File: config.mk
export PLATFORM = sky130hd
export DESIGN_NAME = serial_frame_receiver_flat
export DESIGN_NICKNAME = d
export VERILOG_FILES = /design/src/sv/sfr_pkg.sv /design/src/sv/sfr_byte_if.sv /design/src/sv/sfr_result_if.sv /design/src/sv/sfr_cfg_if.sv /design/src/sv/sfr_cfg.sv /design/src/sv/sfr_parse.sv /design/src/sv/sfr_check.sv /design/src/sv/sfr_outbuf.sv /design/src/sv/serial_frame_receiver.sv /design/src/flat_wrapper.sv
export SDC_FILE = /design/constraint.sdc
export NUM_CORES = 1
export LEC_CHECK = 0
export BUFFER_PORTS_ARGS = -buffer_cell sky130_fd_sc_hd__buf_4
export CAP_MARGIN = 20
export CORE_MARGIN = 8
export CORE_UTILIZATION = 30
export CTS_CLUSTER_SIZE = 14
export DETAILED_ROUTE_END_ITERATION = 8
export PLACE_DENSITY = 0.47
export SETUP_SLACK_MARGIN = 0.1
export SYNTH_ARGS = -nofsm -noshare
export SYNTH_HDL_FRONTEND = slang
export SYNTH_SLANG_ARGS = --single-unit
export TNS_END_PERCENT = 5
File: constraint.sdc
create_clock -name clk -period 13.15 [get_ports clk]
set_input_delay 2.63 -clock clk [delete_from_list [all_inputs] [get_ports clk]]
set_output_delay 2.63 -clock clk [all_outputs]
set_load 0.02 [all_outputs]
File: src/sv/sfr_pkg.sv
// ----------------------------------------------------------------------------
// sfr_pkg
// Types and constants shared by the serial frame receiver.
// ----------------------------------------------------------------------------
package sfr_pkg;

    localparam int unsigned BYTE_W    = 8;
    localparam int unsigned SUM_W     = 16;
    localparam int unsigned LEN_W     = 4;
    localparam int unsigned PAYLOAD_W = 64;
    localparam int unsigned STORE_MAX = 8;
    localparam int unsigned CFG_IDX_W = 4;
    localparam int unsigned CFG_DAT_W = 16;

    // configuration register indexes
    localparam logic [CFG_IDX_W-1:0] REG_HEADER_PAIR = 4'd0;
    localparam logic [CFG_IDX_W-1:0] REG_TAIL_PAIR   = 4'd1;
    localparam logic [CFG_IDX_W-1:0] REG_CODE_INT    = 4'd2;
    localparam logic [CFG_IDX_W-1:0] REG_CODE_FLOAT  = 4'd3;
    localparam logic [CFG_IDX_W-1:0] REG_CODE_ACK    = 4'd4;
    localparam logic [CFG_IDX_W-1:0] REG_CODE_COUNT  = 4'd5;
    localparam logic [CFG_IDX_W-1:0] REG_CODE_CLEAR  = 4'd6;
    localparam logic [CFG_IDX_W-1:0] REG_CODE_STATUS = 4'd7;

    // register reset values
    localparam logic [15:0] RST_HEADER_PAIR = 16'hAA55;
    localparam logic [15:0] RST_TAIL_PAIR   = 16'h0D0A;
    localparam logic [7:0]  RST_CODE_INT    = 8'd1;
    localparam logic [7:0]  RST_CODE_FLOAT  = 8'd2;
    localparam logic [7:0]  RST_CODE_ACK    = 8'd3;
    localparam logic [7:0]  RST_CODE_COUNT  = 8'd4;
    localparam logic [7:0]  RST_CODE_CLEAR  = 8'd5;
    localparam logic [7:0]  RST_CODE_STATUS = 8'd6;

    // payload length that goes with each frame kind
    localparam logic [LEN_W-1:0] LEN_INT    = 4'd4;
    localparam logic [LEN_W-1:0] LEN_FLOAT  = 4'd4;
    localparam logic [LEN_W-1:0] LEN_ACK    = 4'd0;
    localparam logic [LEN_W-1:0] LEN_COUNT  = 4'd2;
    localparam logic [LEN_W-1:0] LEN_CLEAR  = 4'd1;
    localparam logic [LEN_W-1:0] LEN_STATUS = 4'd1;

    typedef enum logic [3:0] {
        PH_HEAD1 = 4'd0,
        PH_HEAD2 = 4'd1,
        PH_TYPE  = 4'd2,
        PH_LEN   = 4'd3,
        PH_DATA  = 4'd4,
        PH_SUMH  = 4'd5,
        PH_SUML  = 4'd6,
        PH_TAIL1 = 4'd7,
        PH_TAIL2 = 4'd8
    } phase_t;

    typedef enum logic [1:0] {
        OUT_ACCEPTED = 2'd0,
        OUT_BAD_SUM  = 2'd1,
        OUT_UNKNOWN  = 2'd2
    } outcome_t;

    typedef enum logic [2:0] {
        KIND_INT    = 3'd0,
        KIND_FLOAT  = 3'd1,
        KIND_ACK    = 3'd2,
        KIND_COUNT  = 3'd3,
        KIND_CLEAR  = 3'd4,
        KIND_STATUS = 3'd5
    } kind_t;

    typedef struct packed {
        logic [15:0] header_pair;
        logic [15:0] tail_pair;
        logic [7:0]  code_int;
        logic [7:0]  code_float;
        logic [7:0]  code_ack;
        logic [7:0]  code_count;
        logic [7:0]  code_clear;
        logic [7:0]  code_status;
    } cfg_t;

    // finished frame as held by the parser
    typedef struct packed {
        logic [BYTE_W-1:0]    type_byte;
        logic [LEN_W-1:0]     payload_len;
        logic [PAYLOAD_W-1:0] payload;
        logic [SUM_W-1:0]     running_sum;
        logic [SUM_W-1:0]     received_sum;
    } frame_t;

    typedef struct packed {
        outcome_t             outcome;
        kind_t                frame_kind;
        logic [BYTE_W-1:0]    type_byte;
        logic [LEN_W-1:0]     payload_len;
        logic [PAYLOAD_W-1:0] payload;
        logic                 ack_request;
    } result_t;

endpackage

File: src/sv/sfr_byte_if.sv
// ----------------------------------------------------------------------------
// sfr_byte_if
// Byte channel into the receiver.
// ----------------------------------------------------------------------------
interface sfr_byte_if;
    logic       valid;
    logic       ready;
    logic [7:0] rx_byte;

    modport source (output valid, output rx_byte, input ready);
    modport sink   (input valid, input rx_byte, output ready);
endinterface

File: src/sv/sfr_result_if.sv
// ----------------------------------------------------------------------------
// sfr_result_if
// Result channel out of the receiver, one transfer per finished frame.
// ----------------------------------------------------------------------------
interface sfr_result_if;
    logic        valid;
    logic        ready;
    logic [1:0]  outcome;
    logic [2:0]  frame_kind;
    logic [7:0]  type_byte;
    logic [3:0]  payload_len;
    logic [63:0] payload;
    logic        ack_request;

    modport source (output valid, output outcome, output frame_kind, output type_byte,
                    output payload_len, output payload, output ack_request, input ready);
    modport sink   (input valid, input outcome, input frame_kind, input type_byte,
                    input payload_len, input payload, input ack_request, output ready);
endinterface

File: src/sv/sfr_cfg_if.sv
// ----------------------------------------------------------------------------
// sfr_cfg_if
// Register write channel of the receiver.
// ----------------------------------------------------------------------------
interface sfr_cfg_if;
    logic        valid;
    logic        ready;
    logic [3:0]  index;
    logic [15:0] data;

    modport source (output valid, output index, output data, input ready);
    modport sink   (input valid, input index, input data, output ready);
endinterface

File: src/sv/sfr_cfg.sv
// ----------------------------------------------------------------------------
// sfr_cfg
// Configuration registers: header and tail pairs and the six type codes.
// ----------------------------------------------------------------------------
module sfr_cfg
    import sfr_pkg::*;
(
    input  logic                 clk,
    input  logic                 rst_n,
    input  logic                 wr_en,
    input  logic [CFG_IDX_W-1:0] wr_index,
    input  logic [CFG_DAT_W-1:0] wr_data,
    output cfg_t                 cfg
);

    cfg_t cfg_reg;
    cfg_t cfg_next;

    always_comb
    begin
        cfg_next = cfg_reg;
        if (wr_en)
        begin
            case (wr_index)
                REG_HEADER_PAIR: cfg_next.header_pair = wr_data;
                REG_TAIL_PAIR:   cfg_next.tail_pair   = wr_data;
                REG_CODE_INT:    cfg_next.code_int    = wr_data[7:0];
                REG_CODE_FLOAT:  cfg_next.code_float  = wr_data[7:0];
                REG_CODE_ACK:    cfg_next.code_ack    = wr_data[7:0];
                REG_CODE_COUNT:  cfg_next.code_count  = wr_data[7:0];
                REG_CODE_CLEAR:  cfg_next.code_clear  = wr_data[7:0];
                REG_CODE_STATUS: cfg_next.code_status = wr_data[7:0];
                default:         cfg_next = cfg_reg;
            endcase
        end
    end

    always_ff @(posedge clk or negedge rst_n)
    begin
        if (!rst_n)
        begin
            cfg_reg.header_pair <= RST_HEADER_PAIR;
            cfg_reg.tail_pair   <= RST_TAIL_PAIR;
            cfg_reg.code_int    <= RST_CODE_INT;
            cfg_reg.code_float  <= RST_CODE_FLOAT;
            cfg_reg.code_ack    <= RST_CODE_ACK;
            cfg_reg.code_count  <= RST_CODE_COUNT;
            cfg_reg.code_clear  <= RST_CODE_CLEAR;
            cfg_reg.code_status <= RST_CODE_STATUS;
        end
        else
        begin
            cfg_reg <= cfg_next;
        end
    end

    assign cfg = cfg_reg;

endmodule

File: src/sv/sfr_parse.sv
// ----------------------------------------------------------------------------
// sfr_parse
// Frame phase tracking, payload store and running checksum.
// ----------------------------------------------------------------------------
module sfr_parse
    import sfr_pkg::*;
#(
    parameter int unsigned MAX_PAYLOAD = 8
)
(
    input  logic              clk,
    input  logic              rst_n,
    input  logic              byte_en,
    input  logic [BYTE_W-1:0] rx_byte,
    input  cfg_t              cfg,
    output logic              frame_done,
    output frame_t            frame
);

    localparam logic [BYTE_W-1:0] LIMIT = BYTE_W'(MAX_PAYLOAD);

    phase_t              phase_reg;
    phase_t              phase_next;
    logic [BYTE_W-1:0]   type_reg;
    logic [BYTE_W-1:0]   type_next;
    logic [LEN_W-1:0]    len_reg;
    logic [LEN_W-1:0]    len_next;
    logic [LEN_W-1:0]    idx_reg;
    logic [LEN_W-1:0]    idx_next;
    logic [SUM_W-1:0]    sum_reg;
    logic [SUM_W-1:0]    sum_next;
    logic [SUM_W-1:0]    rsum_reg;
    logic [SUM_W-1:0]    rsum_next;
    logic [BYTE_W-1:0]   store_reg [MAX_PAYLOAD];
    logic [LEN_W-1:0]    clamped_len;
    logic [LEN_W-1:0]    idx_inc;
    logic                store_we;

    assign clamped_len = (rx_byte > LIMIT) ? LIMIT[LEN_W-1:0] : rx_byte[LEN_W-1:0];
    assign idx_inc     = idx_reg + LEN_W'(1);

    // next phase
    always_comb
    begin
        phase_next = phase_reg;
        if (byte_en)
        begin
            case (phase_reg)
                PH_HEAD2: phase_next = (rx_byte == cfg.header_pair[7:0]) ? PH_TYPE : PH_HEAD1;
                PH_TYPE:  phase_next = PH_LEN;
                PH_LEN:   phase_next = (clamped_len != '0) ? PH_DATA : PH_SUMH;
                PH_DATA:  phase_next = (idx_inc >= len_reg) ? PH_SUMH : PH_DATA;
                PH_SUMH:  phase_next = PH_SUML;
                PH_SUML:  phase_next = PH_TAIL1;
                PH_TAIL1: phase_next = (rx_byte == cfg.tail_pair[15:8]) ? PH_TAIL2 : PH_HEAD1;
                PH_TAIL2: phase_next = PH_HEAD1;
                default:  phase_next = (rx_byte == cfg.header_pair[15:8]) ? PH_HEAD2 : PH_HEAD1;
            endcase
        end
    end

    // datapath updates per phase
    always_comb
    begin
        type_next  = type_reg;
        len_next   = len_reg;
        idx_next   = idx_reg;
        sum_next   = sum_reg;
        rsum_next  = rsum_reg;
        store_we   = 1'b0;
        frame_done = 1'b0;
        if (byte_en)
        begin
            case (phase_reg)
                PH_TYPE:
                begin
                    type_next = rx_byte;
                    sum_next  = {8'h00, rx_byte};
                end
                PH_LEN:
                begin
                    len_next = clamped_len;
                    idx_next = '0;
                    sum_next = sum_reg + {12'h000, clamped_len};
                end
                PH_DATA:
                begin
                    store_we = 1'b1;
                    sum_next = sum_reg + {8'h00, rx_byte};
                    idx_next = idx_inc;
                end
                PH_SUMH:  rsum_next  = {rx_byte, rsum_reg[7:0]};
                PH_SUML:  rsum_next  = {rsum_reg[15:8], rx_byte};
                PH_TAIL2: frame_done = (rx_byte == cfg.tail_pair[7:0]);
                default:  frame_done = 1'b0;
            endcase
        end
    end

    always_ff @(posedge clk or negedge rst_n)
    begin
        if (!rst_n)
        begin
            phase_reg <= PH_HEAD1;
            type_reg  <= '0;
            len_reg   <= '0;
            idx_reg   <= '0;
            sum_reg   <= '0;
            rsum_reg  <= '0;
        end
        else
        begin
            phase_reg <= phase_next;
            type_reg  <= type_next;
            len_reg   <= len_next;
            idx_reg   <= idx_next;
            sum_reg   <= sum_next;
            rsum_reg  <= rsum_next;
        end
    end

    // each store byte is written at its own slot, bytes past the length read as zero
    for (genvar i = 0; i < STORE_MAX; i++)
    begin : g_slot
        if (i < MAX_PAYLOAD)
        begin : g_used
            always_ff @(posedge clk)
            begin
                if (store_we && idx_reg == LEN_W'(i))
                begin
                    store_reg[i] <= rx_byte;
                end
            end
            assign frame.payload[8*i +: 8] = (LEN_W'(i) < len_reg) ? store_reg[i] : 8'h00;
        end
        else
        begin : g_unused
            assign frame.payload[8*i +: 8] = 8'h00;
        end
    end

    assign frame.type_byte    = type_reg;
    assign frame.payload_len  = len_reg;
    assign frame.running_sum  = sum_reg;
    assign frame.received_sum = rsum_reg;

endmodule

File: src/sv/sfr_check.sv
// ----------------------------------------------------------------------------
// sfr_check
// Checksum compare and frame classification of a finished frame.
// ----------------------------------------------------------------------------
module sfr_check
    import sfr_pkg::*;
(
    input  cfg_t    cfg,
    input  frame_t  frame,
    output result_t result
);

    logic     hit_int;
    logic     hit_float;
    logic     hit_ack;
    logic     hit_count;
    logic     hit_clear;
    logic     hit_status;
    outcome_t outcome;
    kind_t    kind;

    assign hit_int    = frame.type_byte == cfg.code_int    && frame.payload_len == LEN_INT;
    assign hit_float  = frame.type_byte == cfg.code_float  && frame.payload_len == LEN_FLOAT;
    assign hit_ack    = frame.type_byte == cfg.code_ack    && frame.payload_len == LEN_ACK;
    assign hit_count  = frame.type_byte == cfg.code_count  && frame.payload_len == LEN_COUNT;
    assign hit_clear  = frame.type_byte == cfg.code_clear  && frame.payload_len == LEN_CLEAR;
    assign hit_status = frame.type_byte == cfg.code_status && frame.payload_len == LEN_STATUS;

    // first match in list order wins when codes collide
    always_comb
    begin
        outcome = OUT_ACCEPTED;
        kind    = KIND_INT;
        if (frame.running_sum != frame.received_sum)
        begin
            outcome = OUT_BAD_SUM;
        end
        else if (hit_int)
        begin
            kind = KIND_INT;
        end
        else if (hit_float)
        begin
            kind = KIND_FLOAT;
        end
        else if (hit_ack)
        begin
            kind = KIND_ACK;
        end
        else if (hit_count)
        begin
            kind = KIND_COUNT;
        end
        else if (hit_clear)
        begin
            kind = KIND_CLEAR;
        end
        else if (hit_status)
        begin
            kind = KIND_STATUS;
        end
        else
        begin
            outcome = OUT_UNKNOWN;
        end
    end

    assign result.outcome     = outcome;
    assign result.frame_kind  = kind;
    assign result.type_byte   = frame.type_byte;
    assign result.payload_len = frame.payload_len;
    assign result.payload     = frame.payload;
    assign result.ack_request = (outcome == OUT_ACCEPTED) && (kind != KIND_ACK);

endmodule

File: src/sv/sfr_outbuf.sv
// ----------------------------------------------------------------------------
// sfr_outbuf
// Result output register with a skid entry behind it.
// ----------------------------------------------------------------------------
module sfr_outbuf
    import sfr_pkg::*;
(
    input  logic    clk,
    input  logic    rst_n,
    input  logic    push,
    input  result_t push_data,
    output logic    can_take,
    output logic    out_valid,
    input  logic    out_ready,
    output result_t out_data
);

    logic    out_valid_reg;
    logic    out_valid_next;
    result_t out_data_reg;
    result_t out_data_next;
    logic    skid_valid_reg;
    logic    skid_valid_next;
    result_t skid_data_reg;
    result_t skid_data_next;
    logic    pop;

    assign pop      = out_valid_reg && out_ready;
    assign can_take = !skid_valid_reg;

    always_comb
    begin
        out_valid_next  = out_valid_reg;
        out_data_next   = out_data_reg;
        skid_valid_next = skid_valid_reg;
        skid_data_next  = skid_data_reg;
        if (!out_valid_reg || pop)
        begin
            // output slot free: refill from skid first, else from the new result
            if (skid_valid_reg)
            begin
                out_valid_next  = 1'b1;
                out_data_next   = skid_data_reg;
                skid_valid_next = 1'b0;
            end
            else
            begin
                out_valid_next = push;
                out_data_next  = push_data;
            end
        end
        else if (push)
        begin
            skid_valid_next = 1'b1;
            skid_data_next  = push_data;
        end
    end

    always_ff @(posedge clk or negedge rst_n)
    begin
        if (!rst_n)
        begin
            out_valid_reg  <= 1'b0;
            skid_valid_reg <= 1'b0;
        end
        else
        begin
            out_valid_reg  <= out_valid_next;
            skid_valid_reg <= skid_valid_next;
        end
    end

    always_ff @(posedge clk)
    begin
        out_data_reg  <= out_data_next;
        skid_data_reg <= skid_data_next;
    end

    assign out_valid = out_valid_reg;
    assign out_data  = out_data_reg;

endmodule

File: src/sv/serial_frame_receiver.sv
// ----------------------------------------------------------------------------
// serial_frame_receiver
// Byte-serial frame parser with header/tail match and additive checksum.
//
//   channel | dir | payload                                         | transfer
//   --------+-----+-------------------------------------------------+-----------------
//   rx      | in  | rx_byte                                         | valid && ready
//   res     | out | outcome, frame_kind, type_byte, payload_len,    | valid && ready
//           |     | payload, ack_request                            |
//   cfg     | in  | index, data                                     | valid && ready
//
// One byte per cycle while the skid entry is free: the phase update and the
// 16-bit checksum add sit between the parse state registers, and the result
// of the closing tail byte is registered into the output or skid register.
// Reset returns the parser to hunting for header byte one and loads the
// register defaults; cfg is always ready.
// rx stalls only when both the output register and its skid entry are full.
// ----------------------------------------------------------------------------
module serial_frame_receiver
    import sfr_pkg::*;
#(
    parameter int unsigned MAX_PAYLOAD = 8
)
(
    input  logic         clk,
    input  logic         rst_n,
    sfr_byte_if.sink     rx,
    sfr_result_if.source res,
    sfr_cfg_if.sink      cfg
);

    cfg_t    cfg_regs;
    frame_t  frame;
    result_t result;
    result_t out_data;
    logic    frame_done;
    logic    byte_en;
    logic    can_take;

    assign cfg.ready = 1'b1;
    assign rx.ready  = can_take;
    assign byte_en   = rx.valid && can_take;

    sfr_cfg u_cfg (
        .clk      (clk),
        .rst_n    (rst_n),
        .wr_en    (cfg.valid),
        .wr_index (cfg.index),
        .wr_data  (cfg.data),
        .cfg      (cfg_regs)
    );

    sfr_parse #(
        .MAX_PAYLOAD (MAX_PAYLOAD)
    ) u_parse (
        .clk        (clk),
        .rst_n      (rst_n),
        .byte_en    (byte_en),
        .rx_byte    (rx.rx_byte),
        .cfg        (cfg_regs),
        .frame_done (frame_done),
        .frame      (frame)
    );

    sfr_check u_check (
        .cfg    (cfg_regs),
        .frame  (frame),
        .result (result)
    );

    sfr_outbuf u_outbuf (
        .clk       (clk),
        .rst_n     (rst_n),
        .push      (frame_done),
        .push_data (result),
        .can_take  (can_take),
        .out_valid (res.valid),
        .out_ready (res.ready),
        .out_data  (out_data)
    );

    assign res.outcome     = out_data.outcome;
    assign res.frame_kind  = out_data.frame_kind;
    assign res.type_byte   = out_data.type_byte;
    assign res.payload_len = out_data.payload_len;
    assign res.payload     = out_data.payload;
    assign res.ack_request = out_data.ack_request;

endmodule
File: src/flat_wrapper.sv
// flat-port wrapper written by rule: the top's interface ports become plain ports
module serial_frame_receiver_flat import sfr_pkg::*;
#(
    parameter int unsigned MAX_PAYLOAD = 8
)
  (clk, rst_n, rx_valid, rx_rx_byte, rx_ready, res_valid, res_outcome, res_frame_kind, res_type_byte, res_payload_len, res_payload, res_ack_request, res_ready, cfg_valid, cfg_index, cfg_data, cfg_ready);
  sfr_byte_if rx_i ();
  sfr_result_if res_i ();
  sfr_cfg_if cfg_i ();
  input  logic clk;
  input  logic rst_n;
  input wire logic [$bits(rx_i.valid)-1:0] rx_valid;
  input wire logic [$bits(rx_i.rx_byte)-1:0] rx_rx_byte;
  output wire logic [$bits(rx_i.ready)-1:0] rx_ready;
  output wire logic [$bits(res_i.valid)-1:0] res_valid;
  output wire logic [$bits(res_i.outcome)-1:0] res_outcome;
  output wire logic [$bits(res_i.frame_kind)-1:0] res_frame_kind;
  output wire logic [$bits(res_i.type_byte)-1:0] res_type_byte;
  output wire logic [$bits(res_i.payload_len)-1:0] res_payload_len;
  output wire logic [$bits(res_i.payload)-1:0] res_payload;
  output wire logic [$bits(res_i.ack_request)-1:0] res_ack_request;
  input wire logic [$bits(res_i.ready)-1:0] res_ready;
  input wire logic [$bits(cfg_i.valid)-1:0] cfg_valid;
  input wire logic [$bits(cfg_i.index)-1:0] cfg_index;
  input wire logic [$bits(cfg_i.data)-1:0] cfg_data;
  output wire logic [$bits(cfg_i.ready)-1:0] cfg_ready;
  assign rx_i.valid = rx_valid;
  assign rx_i.rx_byte = rx_rx_byte;
  assign rx_ready = rx_i.ready;
  assign res_valid = res_i.valid;
  assign res_outcome = res_i.outcome;
  assign res_frame_kind = res_i.frame_kind;
  assign res_type_byte = res_i.type_byte;
  assign res_payload_len = res_i.payload_len;
  assign res_payload = res_i.payload;
  assign res_ack_request = res_i.ack_request;
  assign res_i.ready = res_ready;
  assign cfg_i.valid = cfg_valid;
  assign cfg_i.index = cfg_index;
  assign cfg_i.data = cfg_data;
  assign cfg_ready = cfg_i.ready;
  serial_frame_receiver #(.MAX_PAYLOAD(MAX_PAYLOAD)) u_core (.clk(clk), .rst_n(rst_n), .rx(rx_i), .res(res_i), .cfg(cfg_i));
endmodule
==> results.json <==
{
  "place_congestion": 0.7610,
  "cp_top_family": "compound AO/OA/AOI/OAI gates",
  "critPathLaunchType": "input pin",
  "p_seq_share_pct": 45.7,
  "status": "complete, no violations",
  "fin_worst_skew_ns": 0.01204,
  "vias": 8654,
  "cts_setup_buffers": 0,
  "finalSetupViolCount": 0,
  "area_growth_pct": 19.44,
  "pwr-share-clk_pct": 34.2,
  "cts-buffers-inserted": 42,
  "min_period_ns": 5.280,
  "grt_start_max_net_pins": 77,
  "fin_area_sq_um": 18470,
  "path_buf_inv": 1,
  "grt_pass1_wl_um": 57620,
  "overflow": 0,
  "die_x_um": 243.0,
  "viasPerCell": 4.560,
  "power_frac_comb_pct": 20.2,
  "cpMostUsedCell": "a21oi_1",
  "nFillCells": 4970,
  "ir_worst_vdd_mv": 0.08085,
  "p_leak_nw": 7.082,
  "initial_utilization_pct": 30.26,
  "cp_data_arrival_time_ns": 5.72,
  "hold_ws_ns": 0.4976,
  "cts_max_path_buffers": 3,
  "ys_dominant_reg_cell": "edfxtp_1",
  "drv_slew": 0,
  "synth-edff-count": 228,
  "wl_per_cell_um": 19.58,
  "clock-root-buffer": "clkbuf_16",
  "route.detailed.drc": 0,
  "min_path_cells": 2,
  "htreeDepth": 2,
  "cts_tree": "built",
  "worstSetupPathDepth": 13,
  "insertion_delay_ns": 0.56,
  "power_mw": 3.452,
  "rows": 83,
  "grt_usage_pct": 12.54,
  "p_switching_mw": 1.019,
  "setup_tns_ns": 0,
  "timing.final.crit_share_pct": 40.15,
  "coreArea_sq_um": 51090,
  "clk_pin_slew_ns": 0.05,
  "p_per_area_nw_per_um2": 187.0,
  "first_pass_iters": 4,
  "synth_seq_area_share_pct": 66.15,
  "path_cells": "buf_4, or3_1, nand2_1, a21oi_1, nor2b_1, ha_1, fa_1, a21o_1, a21oi_1, o21bai_1, a2111oi_2, nor4_1, o21a_1",
  "grt_pass1_vias": 9024,
  "sw_frac_of_total_pct": 29.52,
  "worstMarginPinSlew_ns": 1.071,
  "ys_async_sr_fraction_pct": 37.02,
  "cts_hold_buf": 0,
  "ys_types": 55,
  "hp-class": "flip-flop to flip-flop",
  "fmax_mhz": 189.4,
  "p_int_mw": 2.433,
  "relSlewSlack_pct": 28.61,
  "layout.nets": 1233,
  "path_class": "input pin to flip-flop",
  "ff2ff_path_depth": 10,
  "clock-sinks": 362,
  "cp_max_fo": 19,
  "antenna_found_initial": 1,
  "ios": 118,
  "maxCapViolations": 0,
  "ctsResizeCount": 0,
  "ys_ff_latch": 362,
  "crit_path_end_kind": "flip-flop",
  "rsz0062_at_grt": "false",
  "fin_ws_ns": 7.870,
  "max_stage_delay_ns": 0.70,
  "critPathSlowestCell": "a2111oi_2",
  "ys_warn_count": 0,
  "ant_nets": 0,
  "hold_viol": 0,
  "drive_above_1_share_pct": 30.67,
  "dieArea_sq_um": 59050,
  "dpl_worst_slack_ns": 7.287,
  "syn-cell-area_sq_um": 15460,
  "die_h_um": 243.0,
  "required_ns": 13.59,
  "synth_cells": 1063,
  "post_dp_cell_area_sq_um": 17060,
  "numPortBuffers": 116,
  "drt_iter0_markers": 464,
  "syn_area_per_cell_sq_um": 14.54,
  "synth_nets": 1113,
  "routed_wl_um": 37160,
  "dp_hpwl_um": 24390
}
==> layout by cell type (no fill, tap or decap), drive strengths merged, types with 11 or more instances in the layout <==
master / instances
nor2b: 30
buf: 124
clkinv: 15
and2: 45
edfxtp: 228
nor2: 19
clkbuf: 56
ha: 16
nor4: 16
dfstp: 22
nand2: 79
xor2: 48
a21oi: 18
mux2: 161
xnor2: 57
nand4: 19
o21ai: 26
inv: 13
and3: 11
dfrtp: 112
==> routing by layer <==
metal / vias to the layer above / share of wire, % / track usage (%)
met1: 4331 / 49 / 17.42
met4: 2 / 1.6 / 3.262
met5: - / 0.035 / 0
met3: 48 / 4.9 / 3.185
li1: 4112 / - / -
met2: 161 / 45 / 19.32
==> area by class of cell <==
type	instances	area (sq um)	share of cell area, %
timing repair buffer	124	925.9	5.014
clock buffer	56	1154	6.247
clock inverter	21	245.2	1.328
multi-input combinational	642	5016	27.16
tap	680	850.8	4.608
sequential	362	10230	55.39
antenna	2	5.005	0.02710
inverter	11	41.29	0.2236
==> path summary, 6_finish.rpt <==
check | endpoint | slack (ns) | start
max in group asynchronous | u_core.u_parse.rsum_reg[13] | 9.52 | rst_n
worst min-delay path | u_core.u_parse.rsum_reg[10] | 0.50 | u_core.u_parse.rsum_reg[10]
worst min register to register | u_core.u_parse.rsum_reg[10] | 0.50 | u_core.u_parse.rsum_reg[10]
min in group asynchronous | u_core.u_cfg.cfg[4] | 2.19 | rst_n
worst max-delay path | u_core.u_parse.sum_reg[14] | 7.87 | rx_rx_byte[1]
worst max register to register | u_core.u_parse.sum_reg[14] | 9.51 | u_core.u_parse.phase_reg[3]
==> stage by stage <==
stage               util, %  cells
finish                36.14   1898
floorplan                 -   1063
global route          36.13   1896
detailed placement    33.38   1818
CTS                   36.12   1895
global placement      33.37   1817
==> worst register-to-register path, cell delays in order (launching register included) <==
cell	delay, ns
dfrtp_1	0.49
nand2b_1	0.22
nor3_1	0.57
a21oi_1	0.18
or2_2	0.33
ha_1	0.33
a21oi_1	0.24
o21bai_1	0.13
a2111oi_2	0.70
nor4_1	0.13
o21a_1	0.19
==> power groups by stage <==
stage | logic, mW | clock network, mW | registers (mW)
after global placement | 0.701 | 0 | 1.60
final | 0.697 | 1.18 | 1.58
after CTS | 0.711 | 1.22 | 1.58
after global routing | 0.783 | 1.26 | 1.60
after floorplan | 0.521 | 0 | 1.54
after detailed placement | 0.705 | 0 | 1.60
==> synth_stat cells, drive strengths merged, types with 11 or more instances <==
| master | number | share of area (%) |
|---|---|---|
| ha | 16 | 1.3 |
| and3 | 11 | 0.45 |
| clkbuf | 42 | 1.0 |
| nor4 | 16 | 0.65 |
| nor2 | 19 | 0.46 |
| inv | 11 | 0.27 |
| mux2 | 161 | 12 |
| nand4 | 19 | 0.77 |
| nor2b | 30 | 1.2 |
| nand2 | 79 | 1.9 |
| xnor2 | 57 | 3.2 |
| dfrtp | 112 | 18 |
| xor2 | 48 | 2.7 |
| edfxtp | 228 | 44 |
| and2 | 45 | 1.8 |
| a21oi | 18 | 0.58 |
| dfstp | 22 | 3.7 |
| o21ai | 26 | 0.84 |
==> cell families (layout without fill, tap and decap cells) <==
family | count (synthesis) | count (layout) | synth area share [%]
multiplexers | 167 | 167 | 12.12
flip-flops | 362 | 362 | 66.15
buffers and inverters | 59 | 212 | 1.497
XOR/XNOR | 105 | 105 | 5.949
AO/OA/AOI/OAI | 85 | 85 | 3.545
AND/OR/NAND/NOR | 267 | 267 | 9.291
adder cells (fa/ha/maj) | 17 | 17 | 1.424
other | 1 | 3 | 0.02426
Note: power is estimated with default switching activity, not from simulation.
